[config.mk]
export PLATFORM = sky130hd
export DESIGN_NAME = tun_cell
export DESIGN_NICKNAME = d
export VERILOG_FILES = /design/src/hdl/tun_cell.sv
export SDC_FILE = /design/constraint.sdc
export NUM_CORES = 2
export LEC_CHECK = 0
export BUFFER_PORTS_ARGS = -buffer_cell sky130_fd_sc_hd__buf_2
export CORE_AREA = 2 2 674 676
export CTS_CLUSTER_SIZE = 24
export DETAILED_ROUTE_END_ITERATION = 7
export DIE_AREA = 0 0 676 678
export GPL_ROUTABILITY_DRIVEN = 0
export PLACE_DENSITY = 0.34
export SYNTH_ARGS = -nofsm -noshare
export SYNTH_HDL_FRONTEND = slang
export SYNTH_SLANG_ARGS = --single-unit
[constraint.sdc]
create_clock -name clk -period 7.4 [get_ports clk]
set_input_delay 1.48 -clock clk [delete_from_list [all_inputs] [get_ports clk]]
set_output_delay 1.48 -clock clk [all_outputs]
set_load 0.02 [all_outputs]
[src/hdl/tun_cell.sv]
// one rounding cell: settles one bit of each normal component magnitude
// no package dependencies; widths come from the top level

module tun_cell #(
	parameter int SB  = 52,
	parameter int TW  = 85,
	parameter int F   = 14,
	parameter int BIT = 14
) (
	input  logic                 clk,
	input  logic                 en,
	input  logic [SB-1:0]        prev_s,
	input  logic [2:0]           prev_neg,
	input  logic [TW-1:0]        prev_rhs [3],
	input  logic [F:0]           prev_r   [3],
	input  logic [TW-1:0]        prev_p   [3],
	input  logic signed [TW-1:0] prev_q   [3],
	output logic [SB-1:0]        s,
	output logic [2:0]           neg,
	output logic [TW-1:0]        rhs [3],
	output logic [F:0]           r   [3],
	output logic [TW-1:0]        p   [3],
	output logic signed [TW-1:0] q   [3]
);

	localparam bit CAP = (BIT < F);

	logic [TW-1:0]        sx;
	logic [TW-1:0]        trial [3];
	logic                 take  [3];
	logic [SB-1:0]        s_s1;
	logic [2:0]           neg_s1;
	logic [TW-1:0]        rhs_s1 [3];
	logic [F:0]           r_s1   [3];
	logic [TW-1:0]        p_s1   [3];
	logic signed [TW-1:0] q_s1   [3];

	// p = (2r-1)^2 s, q = (2r-1) s; trial is (2r+2^(b+1)-1)^2 s
	always_comb begin
		sx = TW'(prev_s);
		for (int j = 0; j < 3; j++) begin
			trial[j] = prev_p[j] + $unsigned(prev_q[j] <<< (BIT + 2)) + (sx << (2 * BIT + 2));
			take[j]  = !(CAP && prev_r[j][F]) && (trial[j] <= prev_rhs[j]);
		end
	end

	always_ff @(posedge clk) begin
		if (en) begin
			s_s1   <= prev_s;
			neg_s1 <= prev_neg;
			for (int j = 0; j < 3; j++) begin
				rhs_s1[j] <= prev_rhs[j];
				if (take[j]) begin
					r_s1[j] <= prev_r[j] | ((F+1)'(1) << BIT);
					p_s1[j] <= trial[j];
					q_s1[j] <= prev_q[j] + $signed(sx << (BIT + 1));
				end else begin
					r_s1[j] <= prev_r[j];
					p_s1[j] <= prev_p[j];
					q_s1[j] <= prev_q[j];
				end
			end
		end
	end

	assign s   = s_s1;
	assign neg = neg_s1;
	assign rhs = rhs_s1;
	assign r   = r_s1;
	assign p   = p_s1;
	assign q   = q_s1;

endmodule

==> After elaboration in Yosys (flattened, before gate mapping) <==
Cells that the tools add are included.
W data, S select, Z words.
{ "op_classes": {"n_eq_ne": 0, "mul": 0, "div_mod_pow": 0, "n_reduce_logical": 0, "muxes": 6, "n_shift": 0, "bitwise": 0, "n_addsub": 9, "order_cmp": 3} }
{ "ops": {"columns": ["op", "n"], "rows": [
  ["$mux W85", 6],
  ["$add A85 B68 Y85", 3],
  ["$add A85 B82 Y85", 3],
  ["$add A85 B85 Y85", 3],
  ["$le A85 B85 Y1", 3]
]} }
{ "word_totals": {"n_memories": 0, "ff_bits": 865, "elab_cells": 35, "rom_bits": 0, "ram_bits": 0, "input_bits": 867, "latch_bits": 0, "output_inout_bits": 865} }

==> Depth between registers and ports, before layout <==
{ "depth": {"depth_word": 4, "ltp_mapped": 29, "depth_no_buf": 26} }

==> Worst setup path before layout <==
Ideal clock, no wire load.
{ "synth_path": {"kind": "input to register", "start": "input port prev_s[34]", "end": "register q_s1, in the netlist q[84], data pin", "arrival_ns": 6.884, "setup_ns": 0.258, "path_stages": 24, "required_ns": 7.142, "path_slack_ns": 0.259, "n_path_buf": 2, "path_cell_list": "fa_1 ha_1 buf_2 nand4_1 or3_1 or2_0 o22ai_1 a211o_1 a211oi_1 or4b_1 o21ai_1 xnor2_1 xor2_1 ha_1 nand4_1 or2_1 nor3_1 nand3_1 nand4b_1 o21a_1 buf_2 or3_1 or4_4 xnor2_1"} }
{ "synth_between": {"elab_chain_cells": 3, "word_cells_on_any_way": 4, "classes_between": "add/sub: 2; order compare: 1; mux: 1"} }
{ "synth_rtl": {"columns": ["item", "line", "source"], "rows": [
  ["start: declaration", "12", "input logic [SB-1:0] prev_s,"],
  ["$add A85 B82 Y85", "42", "trial[j] = prev_p[j] + $unsigned(prev_q[j] <<< (BIT + 2)) + (sx << (2 * BIT + 2));"],
  ["$le A85 B85 Y1", "43", "take[j] = !(CAP && prev_r[j][F]) && (trial[j] <= prev_rhs[j]);"],
  ["$mux W85 *", "53", "if (take[j]) begin"],
  ["end signal: indexed assignment", "56", "q_s1[j] <= prev_q[j] + $signed(sx << (BIT + 1));"],
  ["end signal: indexed assignment", "60", "q_s1[j] <= prev_q[j];"],
  ["end: declaration", "36", "logic signed [TW-1:0] q_s1 [3];"]
]} }
Every way passes the cells marked *; elsewhere a longest branch is shown, timed or not.
A chain may end at the register's enable or synchronous reset.

==> Worst setup path in the final report <==
{ "layout_path": {"start": "input port prev_s[36]", "end": "register q_s1, in the netlist q[84], data pin"} }
The elaborated chain is that of the path after synthesis.

==> flow_results.org <==
** Global route
- Initial antenna violation count :: 220
- Across every metal layer, demand over resource in global routing totals 0.1859.
- Global routing finished with a remaining overflow of 0.
- The number of global-route vias before repair came to between 50000 and 60000.
- Entering global routing, the biggest net connects between 100 and 150 pins.
- Global-route wire length before repair :: 568.8 mm

** Synth
- The synthesized design spends more area on one cell type than any other, namely sky130_fd_sc_hd__edfxtp_1.
- Post-synthesis cell count :: 5756
- The commonest cells after synthesis are 865 x sky130_fd_sc_hd__edfxtp_1, 660 x sky130_fd_sc_hd__ha_1, 485 x sky130_fd_sc_hd__a21oi_1.
- Proportion of synthesized chip area in sequential cells :: 0.4187
- For this run, the number of Yosys warnings is 0.
- Among all cell types in the netlist, the one instantiated most often is sky130_fd_sc_hd__edfxtp_1.
- Yosys top cell area share :: 0.4187
- After synthesis, the cell types taking the most area are sky130_fd_sc_hd__edfxtp_1 42%, sky130_fd_sc_hd__ha_1 13%, sky130_fd_sc_hd__fa_1 5.2%.
- Number of distinct library cells after synthesis :: 117
- Count of flip-flops with a built-in enable after synthesis :: between 800 and 900
- Net count after synthesis :: 7445
- Post-synthesis sequential element count :: a little under 900
- Predominant post-synthesis flop cell :: sky130_fd_sc_hd__edfxtp_1
- After synthesis the cells add up to between 0.06 and 0.07 mm².
- After synthesis, the share of flip-flops with an asynchronous set or reset is 0.
- Dividing the synthesized area by the synthesized cell count gives between 10 and 15 µm².

** Timing
- Of the available clock period, the critical path in the final layout requires 0.9894.
- Counting I/O delays and the setup requirement, the final critical path takes 7.321 ns.
- The final max-slew violation count is 0.
- Final-layout worst hold slack :: between 0.7 and 0.8 ns
- For the pin with the worst max-slew slack, the measured transition is between 1 and 1.5 ns.
- Final Hold Fails :: 0
- Setup violations remaining at the end of the flow were counted as 0.
- Once routing completed, OpenROAD measured the worst setup slack at 0.07851 ns.
- Achievable Freq :: around 140 MHz
- Relative slew margins :: 0.2661

** Route
- DRT antenna net count :: 0
- Length of routed met3 wiring :: about 37 mm
- Uppermost metal layer occupied by signal nets :: met5
- For this run, design rule violations remaining after detail routing come to 0.
- Number of iterations in the first detailed-routing pass :: 5
- For this block, the via count after detailed routing is between 60000 and 70000.
- After detailed routing, the wire length on met1 is approximately 180 mm.
- Average vias per placed instance :: ~4.0
- WL met2 :: between 200 and 250 mm
- After detailed routing, the average wire length per cell comes to about 30 µm.
- After detailed routing, the total wire length is about 450 mm.
- For this block, the initial DRC count from the detailed router was roughly 4700.

** Setup path
- The largest single stage delay on the critical path is about 0.58 ns.
- Critical setup path kind :: primary input to flop
- Data on the critical path is required at its endpoint by a little under 8 ns.
- Type of destination of the critical path :: flop
- CP Launch Type :: primary input
- Of all nets on the critical path, the largest fanout is 4.
- Cell at the slowest stage of the critical path :: sky130_fd_sc_hd__or4b_4
- For the worst setup path, the data arrival time is between 7 and 8 ns.

** Place
- Buffers on Ports :: about 1700
- Detailed placement ended at an HPWL of between 300 and 400 mm.
- Cell Area, Placed :: approximately 0.087 mm²
- Pre-CTS WS :: -1.763 ns

** Min path
- For hold timing, the worst endpoint is r[40].
- The worst hold path belongs to the class primary input to flop.
- Number of instances on the worst hold path :: 1
- In this run the most critical hold path is launched from prev_r[40].

** Power and ir drop
- Summed over all cells, the static leakage comes to 0.04137 µW.
- Cell Pwr Density :: slightly below 300 mW/mm²
- Reg power frac :: 0.263
- The share of total power dissipated in combinational logic is 0.490.
- Maximum vdd ir drop :: about 0.18 mV
- Power share of the clock group :: 0.247
- Switching power share of the total :: 0.4149
- Switching power :: around 11000 µW
- Int Pwr :: 16040 µW

** Clock tree
- Clock tree from TritonCTS :: built
- Hold buffer count at cts :: 0
- Max Buffers Root-to-Sink :: 4
- Sink count of the clock tree :: 865
- Number of buffers created by CTS :: between 100 and 150
- CTS root buffer :: sky130_fd_sc_hd__clkbuf_16
- In this run the number of H-tree levels came out at 4.
- Clock transition at the registers of the reported paths :: around 0.060 ns

** Outcome
- Status :: complete, no violations

** Floorplanning
- Standard-cell rows :: ~250
- Die height :: around 680 µm
- Overall die width :: a little under 700 µm
- The total area inside the core boundary comes to 0.4512 mm².
- Initial core utilization :: 0.1375
- The die covers between 0.4 and 0.5 mm².
- For this design the top-level I/O count stands at 1732.

** Layout
- Compared with the post-synthesis result, the final layout area differs by 50.49%.
- Of the cells placed in the final design, the portion with a size suffix greater than 1 is 0.4089.
- Count of nets after finishing :: around 10000
- Once layout is done, the placed cells without fillers occupy just over 0.09 mm².

** Run
- Total of max-cap violations :: 0
## cell families after synthesis
family,after synthesis,share of synthesized area
AOI/OAI and AO/OA,1585,0.1631
and+or+nand+nor,1277,0.09982
DFF,865,0.4187
adders and majority gates,822,0.1854
buffers and inverters,588,0.03675
xor gates and xnor gates,399,0.05634
muxes,220,0.03986
## placed cells by master, fill, tap and decap left out, drive strengths merged, types with 13 or more instances in the layout
cell      netlist  layout
clkinvlp        0      15
inv           409     418
or2            14      14
clkbuf        126     167
o31ai          18      18
o21ai         391     391
xor2          182     182
nand2         462     462
or3            15      15
xnor2         217     217
diode           0      79
nand4         148     148
a31oi          52      52
and2           21      21
clkinv          0      49
a21o          295     295
edfxtp        865     865
nor4           28      28
bufinv          0      13
o211ai         26      26
mux2          216     216
buf            53    2965
a211oi         34      34
o21bai         66      66
nand3         100     100
o21a           44      44
nor3           66      66
a21oi         491     491
nor2b          41      41
o221ai         13      13
a21boi         19      19
and4           16      16
and3           40      40
fa            162     162
nand2b         43      43
nor2          251     251
ha            660     660
## layout make-up
| cell class | count | area, µm² |
|---|---|---|
| Fill cell | 49923 | 357900 |
| Clock inverter | 86 | 907.1 |
| Antenna cell | 79 | 197.7 |
| Tap cell | 5976 | 7477 |
| Multi-Input combinational cell | 4303 | 34750 |
| Timing Repair Buffer | 2975 | 18990 |
| Clock buffer | 157 | 3525 |
| Sequential cell | 865 | 25970 |
| Inverter | 409 | 1535 |
## routing by layer
layer  vias to the layer above  GRT usage
met1                     29622     0.2281
li1                      27384          -
met4                        58    0.05798
met5                         -          0
met2                      2484     0.3116
met3                       548    0.05395
## stage by stage
stage	setup TNS, ns	util	total power [µW]	instances
floorplan	0	-	13300	5756
detailed placement	-610.20	0.1931	20220	14478
CTS	0	0.2039	27400	14728
global placement	-627.56	0.1931	20220	14478
global route	-0.3548	0.2067	28950	14815
finish	0	0.2069	27400	14850
## power by group through the flow
stage / combinational [µW] / sequential [µW] / clock (µW)
floorplan: 5130 / 8170 / 0
global placement: 12900 / 7340 / 0
CTS: 13100 / 7240 / 7040
detailed placement: 12900 / 7300 / 0
finish: 13400 / 7200 / 6770
global route: 14500 / 7290 / 7170
## registers in the layout, summed over array words and instances (netlist names)
signal / count
s: 52
neg: 3
rhs: 255
q: 255
p: 255
r: 45
## repair_timing
action                     4_1_cts  5_1_grt
pin swaps                       29       80
resized for setup               72      144
gates cloned                     0        9
buffers inserted                 7       35
setup endpoints to repair      420      412
## worst max-delay path, delay by kind of cell
family / cells / cell delay, ns
simple gates: 11 / 3.29
xor+xnor: 3 / 0.38
compound gates: 5 / 1.01
fa+ha+maj: 3 / 1.10
buf+inv: 4 / 0.58
## worst max-delay path by stage
stage | start | endpoint | slack [ns] | cells past startpoint
global route | prev_s[0] | p[240] | -0.03 | 32
CTS | prev_s[0] | q[84] | 0.005 | 31
finish | prev_s[36] | q[84] | 0.08 | 26
floorplan | prev_s[34] | q[84] | 0.26 | 24
detailed placement | prev_s[0] | q[242] | -1.76 | 34
global placement | prev_s[0] | q[84] | -1.75 | 30
Power figures use the tool's default switching activity.
